`src/sv/c8_pkg.sv`:
```
package c8_pkg;

  localparam int STACK_DEPTH = 16;
  localparam int FONT_BASE   = 80;
  localparam int SCREEN_COLS = 64;
  localparam int SCREEN_ROWS = 32;

  localparam int ADDR_W    = 12;
  localparam int MEM_DEPTH = 1 << ADDR_W;
  localparam int SP_W      = $clog2(STACK_DEPTH + 1);
  localparam int SP_IW     = $clog2(STACK_DEPTH);
  localparam int ROW_IW    = $clog2(SCREEN_ROWS);
  localparam int COL_IW    = $clog2(SCREEN_COLS);
  localparam int CNT_W     = 5;

  localparam logic [ADDR_W-1:0] PC_START = 12'h200;

  localparam logic [1:0] ACT_LOAD = 2'd0;
  localparam logic [1:0] ACT_RUN  = 2'd1;
  localparam logic [1:0] ACT_READ = 2'd2;

  localparam logic [1:0] FAULT_NONE  = 2'd0;
  localparam logic [1:0] FAULT_OVER  = 2'd1;
  localparam logic [1:0] FAULT_UNDER = 2'd2;

  localparam logic [15:0] OP_CLS = 16'h00e0;
  localparam logic [15:0] OP_RET = 16'h00ee;

  localparam logic [3:0] K_SYS  = 4'h0;
  localparam logic [3:0] K_JP   = 4'h1;
  localparam logic [3:0] K_CALL = 4'h2;
  localparam logic [3:0] K_SEQI = 4'h3;
  localparam logic [3:0] K_SNEI = 4'h4;
  localparam logic [3:0] K_SEQ  = 4'h5;
  localparam logic [3:0] K_LDI  = 4'h6;
  localparam logic [3:0] K_ADDI = 4'h7;
  localparam logic [3:0] K_ALU  = 4'h8;
  localparam logic [3:0] K_SNE  = 4'h9;
  localparam logic [3:0] K_LDIX = 4'ha;
  localparam logic [3:0] K_JPV  = 4'hb;
  localparam logic [3:0] K_RND  = 4'hc;
  localparam logic [3:0] K_DRW  = 4'hd;
  localparam logic [3:0] K_KEY  = 4'he;
  localparam logic [3:0] K_MISC = 4'hf;

  localparam logic [3:0] ALU_MOV = 4'h0;
  localparam logic [3:0] ALU_OR  = 4'h1;
  localparam logic [3:0] ALU_AND = 4'h2;
  localparam logic [3:0] ALU_XOR = 4'h3;
  localparam logic [3:0] ALU_ADD = 4'h4;
  localparam logic [3:0] ALU_SUB = 4'h5;
  localparam logic [3:0] ALU_SHR = 4'h6;
  localparam logic [3:0] ALU_SBN = 4'h7;
  localparam logic [3:0] ALU_SHL = 4'he;

  localparam logic [7:0] NN_SKP   = 8'h9e;
  localparam logic [7:0] NN_SKNP  = 8'ha1;
  localparam logic [7:0] NN_GETDT = 8'h07;
  localparam logic [7:0] NN_WAITK = 8'h0a;
  localparam logic [7:0] NN_SETDT = 8'h15;
  localparam logic [7:0] NN_SETST = 8'h18;
  localparam logic [7:0] NN_ADDIX = 8'h1e;
  localparam logic [7:0] NN_FONT  = 8'h29;
  localparam logic [7:0] NN_BCD   = 8'h33;
  localparam logic [7:0] NN_STORE = 8'h55;
  localparam logic [7:0] NN_LOAD  = 8'h65;

  typedef enum logic [3:0] {
    ST_IDLE, ST_WRITE, ST_TICK, ST_FETCH_LO, ST_LATCH_LO, ST_EXEC,
    ST_DRAW_RD, ST_DRAW_WR, ST_BCD, ST_STORE, ST_LOAD_RD, ST_LOAD_WR, ST_DONE
  } state_t;

  typedef enum logic [1:0] {RS_PC, RS_PC1, RS_IDX} rd_src_t;
  typedef enum logic [1:0] {WS_LOAD, WS_BCD, WS_VREG} wr_src_t;

  typedef struct packed {
    logic             capture;
    logic             mem_we;
    wr_src_t          wr_src;
    rd_src_t          rd_src;
    logic             latch_hi;
    logic             latch_lo;
    logic             tick;
    logic             pc_inc;
    logic             exec;
    logic             hit_clr;
    logic             draw_row;
    logic             draw_fin;
    logic             vload;
    logic [CNT_W-1:0] cnt;
  } cmd_t;

  typedef struct packed {
    logic [15:0] op;
    logic        draw_more;
  } status_t;

endpackage

```
`src/sv/c8_ctrl.sv`:
```
module c8_ctrl (
  input  logic            clk,
  input  logic            rst_n,
  input  logic            start,
  input  logic [1:0]      in_action,
  input  c8_pkg::status_t sts,
  output c8_pkg::cmd_t    cmd,
  output logic            busy,
  output logic            out_valid
);

  c8_pkg::state_t state_r, state_nxt;
  logic [c8_pkg::CNT_W-1:0] cnt_r, cnt_nxt;
  logic [3:0] kind, x;
  logic [7:0] nn;

  assign kind = sts.op[15:12];
  assign x    = sts.op[11:8];
  assign nn   = sts.op[7:0];

  always_ff @(posedge clk) begin
    if (!rst_n) begin
      state_r <= c8_pkg::ST_IDLE;
      cnt_r   <= '0;
    end else begin
      state_r <= state_nxt;
      cnt_r   <= cnt_nxt;
    end
  end

  always_comb begin
    state_nxt   = state_r;
    cnt_nxt     = cnt_r;
    cmd         = '0;
    cmd.wr_src  = c8_pkg::WS_LOAD;
    cmd.rd_src  = c8_pkg::RS_PC;
    cmd.cnt     = cnt_r;
    busy        = (state_r != c8_pkg::ST_IDLE);
    out_valid   = 1'b0;
    unique case (state_r)
      c8_pkg::ST_IDLE: begin
        if (start) begin
          cmd.capture = 1'b1;
          cnt_nxt     = '0;
          priority if (in_action == c8_pkg::ACT_LOAD) state_nxt = c8_pkg::ST_WRITE;
          else if (in_action == c8_pkg::ACT_RUN) state_nxt = c8_pkg::ST_TICK;
          else state_nxt = c8_pkg::ST_DONE;
        end
      end
      c8_pkg::ST_WRITE: begin
        cmd.mem_we = 1'b1;
        state_nxt  = c8_pkg::ST_DONE;
      end
      c8_pkg::ST_TICK: begin
        cmd.tick  = 1'b1;
        state_nxt = c8_pkg::ST_FETCH_LO;
      end
      c8_pkg::ST_FETCH_LO: begin
        cmd.latch_hi = 1'b1;
        cmd.rd_src   = c8_pkg::RS_PC1;
        state_nxt    = c8_pkg::ST_LATCH_LO;
      end
      c8_pkg::ST_LATCH_LO: begin
        cmd.latch_lo = 1'b1;
        cmd.pc_inc   = 1'b1;
        state_nxt    = c8_pkg::ST_EXEC;
      end
      c8_pkg::ST_EXEC: begin
        priority if (kind == c8_pkg::K_DRW) begin
          cmd.hit_clr = 1'b1;
          state_nxt   = c8_pkg::ST_DRAW_RD;
        end else if (kind == c8_pkg::K_MISC && nn == c8_pkg::NN_BCD) begin
          state_nxt = c8_pkg::ST_BCD;
        end else if (kind == c8_pkg::K_MISC && nn == c8_pkg::NN_STORE) begin
          state_nxt = c8_pkg::ST_STORE;
        end else if (kind == c8_pkg::K_MISC && nn == c8_pkg::NN_LOAD) begin
          state_nxt = c8_pkg::ST_LOAD_RD;
        end else begin
          cmd.exec  = 1'b1;
          state_nxt = c8_pkg::ST_DONE;
        end
      end
      c8_pkg::ST_DRAW_RD: begin
        cmd.rd_src = c8_pkg::RS_IDX;
        if (sts.draw_more) begin
          state_nxt = c8_pkg::ST_DRAW_WR;
        end else begin
          cmd.draw_fin = 1'b1;
          state_nxt    = c8_pkg::ST_DONE;
        end
      end
      c8_pkg::ST_DRAW_WR: begin
        cmd.draw_row = 1'b1;
        cnt_nxt      = cnt_r + 1'b1;
        state_nxt    = c8_pkg::ST_DRAW_RD;
      end
      c8_pkg::ST_BCD: begin
        cmd.mem_we = 1'b1;
        cmd.wr_src = c8_pkg::WS_BCD;
        cnt_nxt    = cnt_r + 1'b1;
        if (cnt_r == c8_pkg::CNT_W'(2)) state_nxt = c8_pkg::ST_DONE;
      end
      c8_pkg::ST_STORE: begin
        cmd.mem_we = 1'b1;
        cmd.wr_src = c8_pkg::WS_VREG;
        cnt_nxt    = cnt_r + 1'b1;
        if (cnt_r[3:0] == x) state_nxt = c8_pkg::ST_DONE;
      end
      c8_pkg::ST_LOAD_RD: begin
        cmd.rd_src = c8_pkg::RS_IDX;
        state_nxt  = c8_pkg::ST_LOAD_WR;
      end
      c8_pkg::ST_LOAD_WR: begin
        cmd.vload = 1'b1;
        cnt_nxt   = cnt_r + 1'b1;
        if (cnt_r[3:0] == x) state_nxt = c8_pkg::ST_DONE;
        else state_nxt = c8_pkg::ST_LOAD_RD;
      end
      c8_pkg::ST_DONE: begin
        out_valid = 1'b1;
        state_nxt = c8_pkg::ST_IDLE;
      end
      default: state_nxt = c8_pkg::ST_IDLE;
    endcase
  end

  a_one_result: assert property (@(posedge clk) disable iff (!rst_n)
    out_valid |=> !out_valid) else $error("result strobe longer than one cycle");
  a_accept_busy: assert property (@(posedge clk) disable iff (!rst_n)
    (start && !busy) |=> busy) else $error("request accepted but core not busy");
  a_cnt_bound: assert property (@(posedge clk) disable iff (!rst_n)
    busy |-> cnt_r <= c8_pkg::CNT_W'(16)) else $error("step counter out of range");

endmodule

```
`config.mk`:
```
export PLATFORM = sky130hd
export DESIGN_NAME = c8_ctrl
export DESIGN_NICKNAME = d
export VERILOG_FILES = /design/src/sv/c8_pkg.sv /design/src/sv/c8_ctrl.sv
export SDC_FILE = /design/constraint.sdc
export NUM_CORES = 1
export LEC_CHECK = 0
export BUFFER_PORTS_ARGS = -buffer_cell sky130_fd_sc_hd__clkbuf_2
export CORE_MARGIN = 2
export CORE_UTILIZATION = 49
export CTS_BUF_LIST = sky130_fd_sc_hd__clkbuf_4 sky130_fd_sc_hd__clkbuf_8
export DETAILED_ROUTE_END_ITERATION = 7
export GPL_TIMING_DRIVEN = 0
export PLACE_DENSITY = 0.95
export SYNTH_ARGS = -nofsm -noshare
export SYNTH_HDL_FRONTEND = slang
export SYNTH_SLANG_ARGS = --single-unit
export TNS_END_PERCENT = 50
```
`constraint.sdc`:
```
create_clock -name clk -period 3.3 [get_ports clk]
set_clock_uncertainty 0.1 [all_clocks]
set_input_delay 0 -clock clk [delete_from_list [all_inputs] [get_ports clk]]
set_output_delay 0 -clock clk [all_outputs]
set_load 0.01 [all_outputs]
```
== Word level (Yosys, flattened, before mapping) ==
Cells that the tools add are included.
Cells by class
  $add $sub $neg: 1
  equality and inequality tests: 23
  mux-type cells: 33
  reduce and logical (&&, ||, !) cells: 12
Operators by type and width (count)
  4-bit one-hot mux with 12 select lines: 1
  4-bit 2-to-1 mux: 9
  4-bit equality test, second input constant: 7
  4-bit by 3-bit equality test with 1-bit output, second input constant: 4
  8-bit by 7-bit equality test with 1-bit output, second input constant: 2
  1-bit 2-to-1 mux: 16
  5-bit one-hot mux with 2 select lines: 1
  4-bit by 2-bit equality test with 1-bit output, second input constant: 2
  8-bit by 6-bit equality test with 1-bit output, second input constant: 1
  2-bit one-hot mux with 2 select lines: 2
  3-bit 2-to-1 mux: 2
  2-bit inequality test, second input constant: 3
  5-bit by 1-bit adder with 5-bit output, second input constant: 1
  5-bit by 2-bit equality test with 1-bit output, second input constant: 1
  5-bit 2-to-1 mux: 1
  4-bit by 1-bit equality test with 1-bit output, second input constant: 1
  4-bit equality test: 1
  4-bit zero test: 1
  4-bit nonzero test: 1
  4-bit OR reduction: 1
  1-bit logical AND: 3
  3-bit AND reduction: 1
  3-bit OR reduction: 1
  2-bit by 1-bit equality test with 1-bit output, second input constant: 1
  other kinds (5): 5
Word-level totals
  word-level logic and storage cells: 71
  register bits after elaboration: 9
  output and inout port bits: 22

== Longest topological paths before layout ==
Gate-level depths: netlist of run 1.
  word-level depth: 7
  gate-level depth with buffers: 6
  gate-level depth less buffers: 6

== Worst setup path after synthesis of run 1 ==
No wires, ideal clock.
  path type: register to register
  from: register cnt_r[1] (netlist bit)
  to: register state_r[2]
  data required time: 3126 ps
  slack: 1521 ps
  stages on the path, launching flop included: 6
  setup time: 74 ps
  period minus slack after synthesis: 1779 ps
  data arrival time: 1605 ps
  path through: dfxtp_1 ha_1 or4b_2 a21oi_1 o21ai_0 a31oi_1
Between the ends
  longest elaborated chain between the ends: 3
  elaborated cells on any way between the ends: 7
  those cells by class: eq/ne: 4; mux: 2; reduce/logical: 1
Ends and longest elaborated chain
  from (decl): line c8_ctrl.sv:13  | logic [c8_pkg::CNT_W-1:0] cnt_r, cnt_nxt;
  from (signal assigned): line c8_ctrl.sv:27  | cnt_r <= cnt_nxt;
  4-bit equality test / 5-bit by 2-bit equality test with 1-bit output (equally long branches): line c8_ctrl.sv:107, c8_ctrl.sv:116, c8_ctrl.sv:101
  3-bit 2-to-1 mux / 2-bit inequality test (equally long branches)
  4-bit one-hot mux with 12 select lines / 3-bit AND reduction (equally long branches)
  to (signal assigned): line c8_ctrl.sv:23  | state_r <= c8_pkg::ST_IDLE;
  to (signal assigned): line c8_ctrl.sv:26  | state_r <= state_nxt;
  to (decl): line c8_ctrl.sv:12  | c8_pkg::state_t state_r, state_nxt;
Parallel ways exist; a longest one is shown, timed or not.
A chain may end at the register's enable or synchronous reset.

== Final worst setup path of run 1 ==
  from: register state_r[0]
  to: register state_r[1]
Between the ends
  longest elaborated chain between the ends: 3
  elaborated cells on any way between the ends: 17
  those cells by class: eq/ne: 14; mux: 1; reduce/logical: 2
Ends and longest elaborated chain
  4-bit equality test / 4-bit zero test (equally long branches): line c8_ctrl.sv:40  | unique case (state_r)
  2-bit inequality test (no source line)
  3-bit AND reduction (no source line)
Parallel ways exist; a longest one is shown, timed or not.

==> results of run 1 <==
## per-stage QoR
step,hold slack (ns),utilization (%)
after floorplan,-0.04265,-
after global routing,0.04620,73.13
final,0.01984,73.13
after detailed placement,0.1765,69.24
after global placement,0.1675,69.24
after CTS,0.01282,73.13
## sequential cells by signal, indices dropped and copies added (netlist names)
register / count
state_r: 4
cnt_r: 5
## area by class of cell
cell class	count	area (µm²)
buffer	7	33.78
clock buffer	4	30.03
fill	128	414.1
inverter	5	18.77
multi-input combinational	101	599.3
sequential	9	180.2
tap	16	20.02
timing repair buffer	46	245.2
## timing repair
item | CTS | global route
endpoints found under the hold margin | 7 | 0
endpoints found under the setup margin | 0 | 0
hold buffers | 3 | 0
## logic make-up after synthesis
kind of cell | Yosys count | share of synthesized area [%]
simple gates | 62 | 38.95
compound gates | 28 | 20.60
buf+inv | 12 | 6.316
xor+xnor | 9 | 9.474
flops | 9 | 21.65
fa+ha+maj | 2 | 3.007
## power by group through the flow
stage,Sequential [mW],Combinational (mW),Clock (mW)
finish,0.167,0.401,0.100
global route,0.171,0.442,0.109
CTS,0.166,0.397,0.102
detailed placement,0.168,0.389,0
global placement,0.166,0.380,0
floorplan,0.162,0.270,0
## how the worst min path moves through the flow
stage	endpoint	cells past startpoint	slack, ns
after global routing	state_r[3]	4	0.05
after global placement	cnt_r[0]	3	0.17
after floorplan	cmd[6]	1	-0.04
after detailed placement	cnt_r[0]	3	0.18
after CTS	state_r[3]	4	0.01
final	state_r[3]	4	0.02
## worst max-delay path, delay by kind of cell, from the launching register on
kind	cells	cell delay, ns
buffers and inverters	1	0.56
AOI/OAI and AO/OA	1	0.18
and+or+nand+nor	3	1.14
DFF	1	0.45
## layer usage
| metal | track usage (%) | routed length (µm) | vias to the layer above |
|---|---|---|---|
| li1 | - | - | 534 |
| met1 | 26.39 | 893 | 489 |
| met2 | 44.57 | 1172 | 60 |
| met3 | 7.200 | 216 | 13 |
| met4 | 15.88 | 83 | 0 |
| met5 | 0 | 0 | - |
## cells in the final DEF, fill, tap and decap left out, drive strengths merged, types with 2 or more instances in the layout
cell	count
clkbuf	52
nor2	23
a21oi	9
dfxtp	9
o21ai	8
nand2	7
xor2	6
inv	5
nand3	5
nor3	5
nand2b	3
nor2b	3
xnor2	3
dlygate4sd3	3
nor4	2
or4	2
nor3b	2
a31oi	2
ha	2
buf	2
or3b	2
or4b	2
==> impl_metrics.yaml, run 1 <==
global_route:
  antenna_found_initial: 0
  grt_max_degree: 11
  grt.total_usage_pct: 25.45
  overflow: 0
  grt_pass1_vias: 942
  grt_pass1_wl_mm: 3.753
setup_path:
  startpoint_type: "flop"
  cp.arrival_ns: 2.61
  crit_start: "state_r[0]"
  rr_worst_depth: 5
  r2r-end: "state_r[1]"
  cp_max_fo: 7
  crit_path_end_kind: "flop"
  r2r_start: "state_r[0]"
  crit_chain: "nand2b_1 > or4b_1 > or3b_1 > a31oi_1 > dlygate4sd3_1"
  endpoint: "state_r[1]"
  slowest_delay_ns: 0.56
  path_class: "flop to flop"
  rrSetupSlack_ns: 0.82
  crit_path_top_delay_cell: "or4b_1"
  crit_required_ns: 3.42
place:
  portBuffers: 43
  placed_cell_area_um2: 1067
  dp.final_hpwl_mm: 1.851
  globalplace.congestion: 0.9052
  placed_cells: 181
  place_ws_ns: 1.384
drt:
  firstDrtPassIters: 4
  vias_per_cell: 5.830
  antenna_left: 0
  vias: 1096
  drt-initial-drc-count: 34
  routed_wl_mm: 2.365
  wl_per_cell_um: 12.58
  drc: 0
cells_and_area:
  fin_cells: 188
  antenna-diode-count: 0
  fin_area_um2: 1127
  post_route_cells_drive_above_1_share_pct: 30.23
  area_growth_pct: 35.49
  nNetsFinal: 197
power:
  p_sw_mw: 0.3201
  pwr-share-clk_pct: 15.0
  seqPwrFrac_pct: 25.0
  p_leak_nw: 0.5498
  combPwrFrac_pct: 60.0
  ir_drop_uv: 503.0
  p_total_mw: 0.6678
  power.internal_mw: 0.3478
  power_density_nw_per_um2: 592.4
  switching_share_pct: 47.92
synthesis:
  synth-edff-count: 0
  syn-num-nets: 146
  netlist_area_um2: 832.0
  ys_ff_latch: 9
  synth_cell_types: 39
  synth_common_cells: "23 x nor2_1, 9 x a21oi_1, 9 x dfxtp_1"
  yosysTopAreaCell: "dfxtp_1"
  synth_async_sr_flop_share_pct: 0
  synthFlopType: "dfxtp_1"
  yosysSeqAreaShare_pct: 21.65
  synthMostInstantiatedCell: "nor2_1"
  ys_top_cells_by_area: "dfxtp_1 22%, nor2_1 10%, xor2_1 6.3%"
  netlist_instances: 122
  syn_area_per_cell_um2: 6.820
  ys_warn_count: 0
  synth_top_area_share_pct: 21.65
clock_tree:
  cts_tree: "done"
  clk_latency_ns: 0.28
  cts_sinks: 9
  cts_root_buf: "clkbuf_4"
  cts_setup_buffers: 0
  cts_htree_levels: 1
  cts_buffers: 3
  clk_pin_slew_ns: 0.07
  post_cts_resized: 0
  cts_max_path_buffers: 2
floorplan:
  pin_count: 44
  die_h_um: 45.21
  row_count: 14
  die_x_um: 45.21
  dieArea_um2: 2043
  core-area_um2: 1541
  floorplan.initialDensity_pct: 53.98
sta:
  slew_headroom_pct: 59.29
  setup_ws_ns: 0.8162
  setup-tns-final_ns: 0
  fin_crit_ns: 2.484
  finalHoldViolCount: 0
  rsz0062_at_grt: "false"
  drv_slew: 0
  setup_viol: 0
  fin_crit_sh_pct: 75.27
  fmax_mhz: 402.6
  worst_slew_pin_slew_ns: 0.6051
job:
  maxCapViolCount: 0
run_status:
  status: "completed"
hold_path:
  min_from: "sts[0]"
  min_path_type: "input pin to flop"
(Power assumes the default switching activity.)
==> run 2, diff against run 1 <==
ABC_AREA = 1   (was default)
CORE_ASPECT_RATIO = 0.7   (was default)
PLACE_DENSITY = 0.94   (was 0.95)
clock period = 2.3 ns   (was 3.3 ns; I/O delays follow)
==> run 2 against run 1 <==
Final cell count increased by 33%; critical path depth is 2 higher; global-route usage is 3.5 points lower; sequential power rose by 40%; routed wire length up 4.9%; flip-flop and latch count is the same; register-to-register slack lost 0.03 ns; critical path type is now flop to output pin.
==> impl_metrics.yaml, run 2 <==
synthesis:
  ys_warn_count: 0
  synthFlopType: "dfxtp_1"
  ys_ff_latch: 9
  netlist_instances: 179
  ys_top_cells_by_area: "dfxtp_1 18%, nand2_1 18%, inv_1 12%"
  synth-edff-count: 0
  synth_top_area_share_pct: 18.16
  synth_common_cells: "47 x nand2_1, 33 x inv_1, 26 x nor2_1"
  synthMostInstantiatedCell: "nand2_1"
  syn_area_per_cell_um2: 5.543
  yosysSeqAreaShare_pct: 18.16
  netlist_area_um2: 992.2
  syn-num-nets: 203
  yosysTopAreaCell: "dfxtp_1"
  synth_async_sr_flop_share_pct: 0
  synth_cell_types: 23
clock_tree:
  cts_max_path_buffers: 2
  clk_latency_ns: 0.26
  cts_setup_buffers: 0
  cts_buffers: 3
  cts_sinks: 9
  cts_htree_levels: 1
  clk_pin_slew_ns: 0.06
  cts_root_buf: "clkbuf_4"
  cts_tree: "done"
drt:
  routed_wl_mm: 2.481
  antenna_left: 0
  firstDrtPassIters: 4
  wl_per_cell_um: 9.924
  drc: 0
  drt-initial-drc-count: 61
  vias_per_cell: 4.712
  vias: 1178
floorplan:
  die_x_um: 57.79
  pin_count: 44
  core-area_um2: 1887
  die_h_um: 41.65
  dieArea_um2: 2407
  row_count: 13
  floorplan.initialDensity_pct: 52.59
job:
  maxCapViolCount: 0
global_route:
  grt_pass1_wl_mm: 4.229
  antenna_found_initial: 0
  grt.total_usage_pct: 21.99
  grt_pass1_vias: 1031
  grt_max_degree: 7
  overflow: 0
cells_and_area:
  final_cell_mix: "47 x nand2_1, 43 x clkbuf_2, 33 x inv_1"
  regMostFlops: "cnt_r"
  post_route_cells_drive_above_1_share_pct: 34.65
  area_growth_pct: 29.51
  final_common_cell: "nand2_1"
  reg.largest.list: "cnt_r x5, state_r x4"
  filler_cell_count: 165
  largest_reg_flops: 5
  fin_cells: 250
  antenna-diode-count: 0
  nNetsFinal: 253
hold_path:
  whs_path_depth: 5
  holdPathEnd: "state_r[0]"
  min_path_type: "input pin to flop"
  min_from: "sts[0]"
place:
  placed_cells: 244
  globalplace.congestion: 0.9148
  dp.final_hpwl_mm: 2.016
  portBuffers: 43
setup_path:
  r2r-end: "state_r[0]"
  cp_max_fo: 6
  crit_path_end_kind: "output pin"
  path_class: "flop to output pin"
  rr_worst_depth: 10
  r2r_start: "cnt_r[2]"
  cp.arrival_ns: 1.49
  crit_required_ns: 2.20
  startpoint_type: "flop"
  rrSetupSlack_ns: 0.79
sta:
  worst_slew_pin_slew_ns: 0.3330
  fin_crit_sh_pct: 69.21
  setup_viol: 0
  finalHoldViolCount: 0
  slew_headroom_pct: 77.77
  rsz0062_at_grt: "false"
  fmax_mhz: 628.2
  fin_crit_ns: 1.592
  drv_slew: 0
  setup-tns-final_ns: 0
power:
  power_density_nw_per_um2: 823.3
  p_leak_nw: 0.7551
  ir_drop_uv: 651.4
run_status:
  status: "completed"
-- run 2: layer usage --
layer,track usage (%),vias up,part of all wire [%]
met5,0,-,0
met3,6.542,0,5.9
met4,2.791,0,0
met1,30.11,508,49
li1,-,638,-
met2,35.00,32,45
-- run 2: worst max-delay path by stage --
| stage | startpoint | endpoint | depth (start not counted) |
|---|---|---|---|
| floorplan | cnt_r[0] | state_r[0] | 10 |
| global placement | cnt_r[2] | state_r[0] | 10 |
| detailed placement | cnt_r[2] | state_r[0] | 10 |
| CTS | state_r[2] | cmd[9] | 7 |
| global route | state_r[2] | cmd[9] | 7 |
| finish | state_r[2] | cmd[9] | 7 |
-- run 2: what timing repair did --
action | 4_1_cts | 5_1_grt
gates resized for setup | 0 | 0
hold endpoints to repair | 5 | 0
endpoints found under the setup margin | 0 | 0
hold buffers | 2 | 0
-- run 2: through the flow --
stage	setup WS [ns]	power (mW)	hold slack (ns)	util (%)	instance area, µm²
after floorplan	0.9740	0.7314	0.02708	-	992.2
after global placement	0.8499	0.9017	0.1809	65.45	1235
after detailed placement	0.8385	0.9143	0.1858	65.45	1235
after CTS	0.7103	1.055	0.05009	68.10	1285
after global routing	0.6016	1.157	0.07655	68.10	1285
final	0.7082	1.058	0.05381	68.10	1285
-- run 2: layout make-up --
cell class | count | area (µm²) | share of cell area, %
multi-input cells | 129 | 650.6 | 50.63
well taps | 22 | 27.53 | 2.142
clock buffers | 4 | 30.03 | 2.337
repair buffers | 45 | 235.2 | 18.31
plain buffers | 2 | 15.01 | 1.168
flip-flops and latches | 9 | 180.2 | 14.02
inverters | 39 | 146.4 | 11.39
-- run 2: worst max-delay path, stage by stage (launching register included) --
cell and delay [ns]:
dfxtp_1 0.51, nand2_4 0.14, nor2_4 0.15, nand2_1 0.07
inv_1 0.05, nand3_1 0.08, nor2_1 0.11, clkbuf_2 0.14
-- run 2: kinds of logic (layout without fill, tap and decap cells) --
kind of cell,count (synthesis),after routing,share of synthesized area [%]
simple gates,112,112,53.97
buf+inv,41,90,16.27
compound gates,15,15,9.080
flops,9,9,18.16
fa+ha+maj,2,2,2.522
-- run 2: power breakdown --
part	switching, mW	internal (mW)	total (mW)	leakage [nW]
clock	0.0527	0.0785	0.131	0.0184
combinational	0.449	0.244	0.694	0.663
sequential	0.0433	0.190	0.233	0.0733
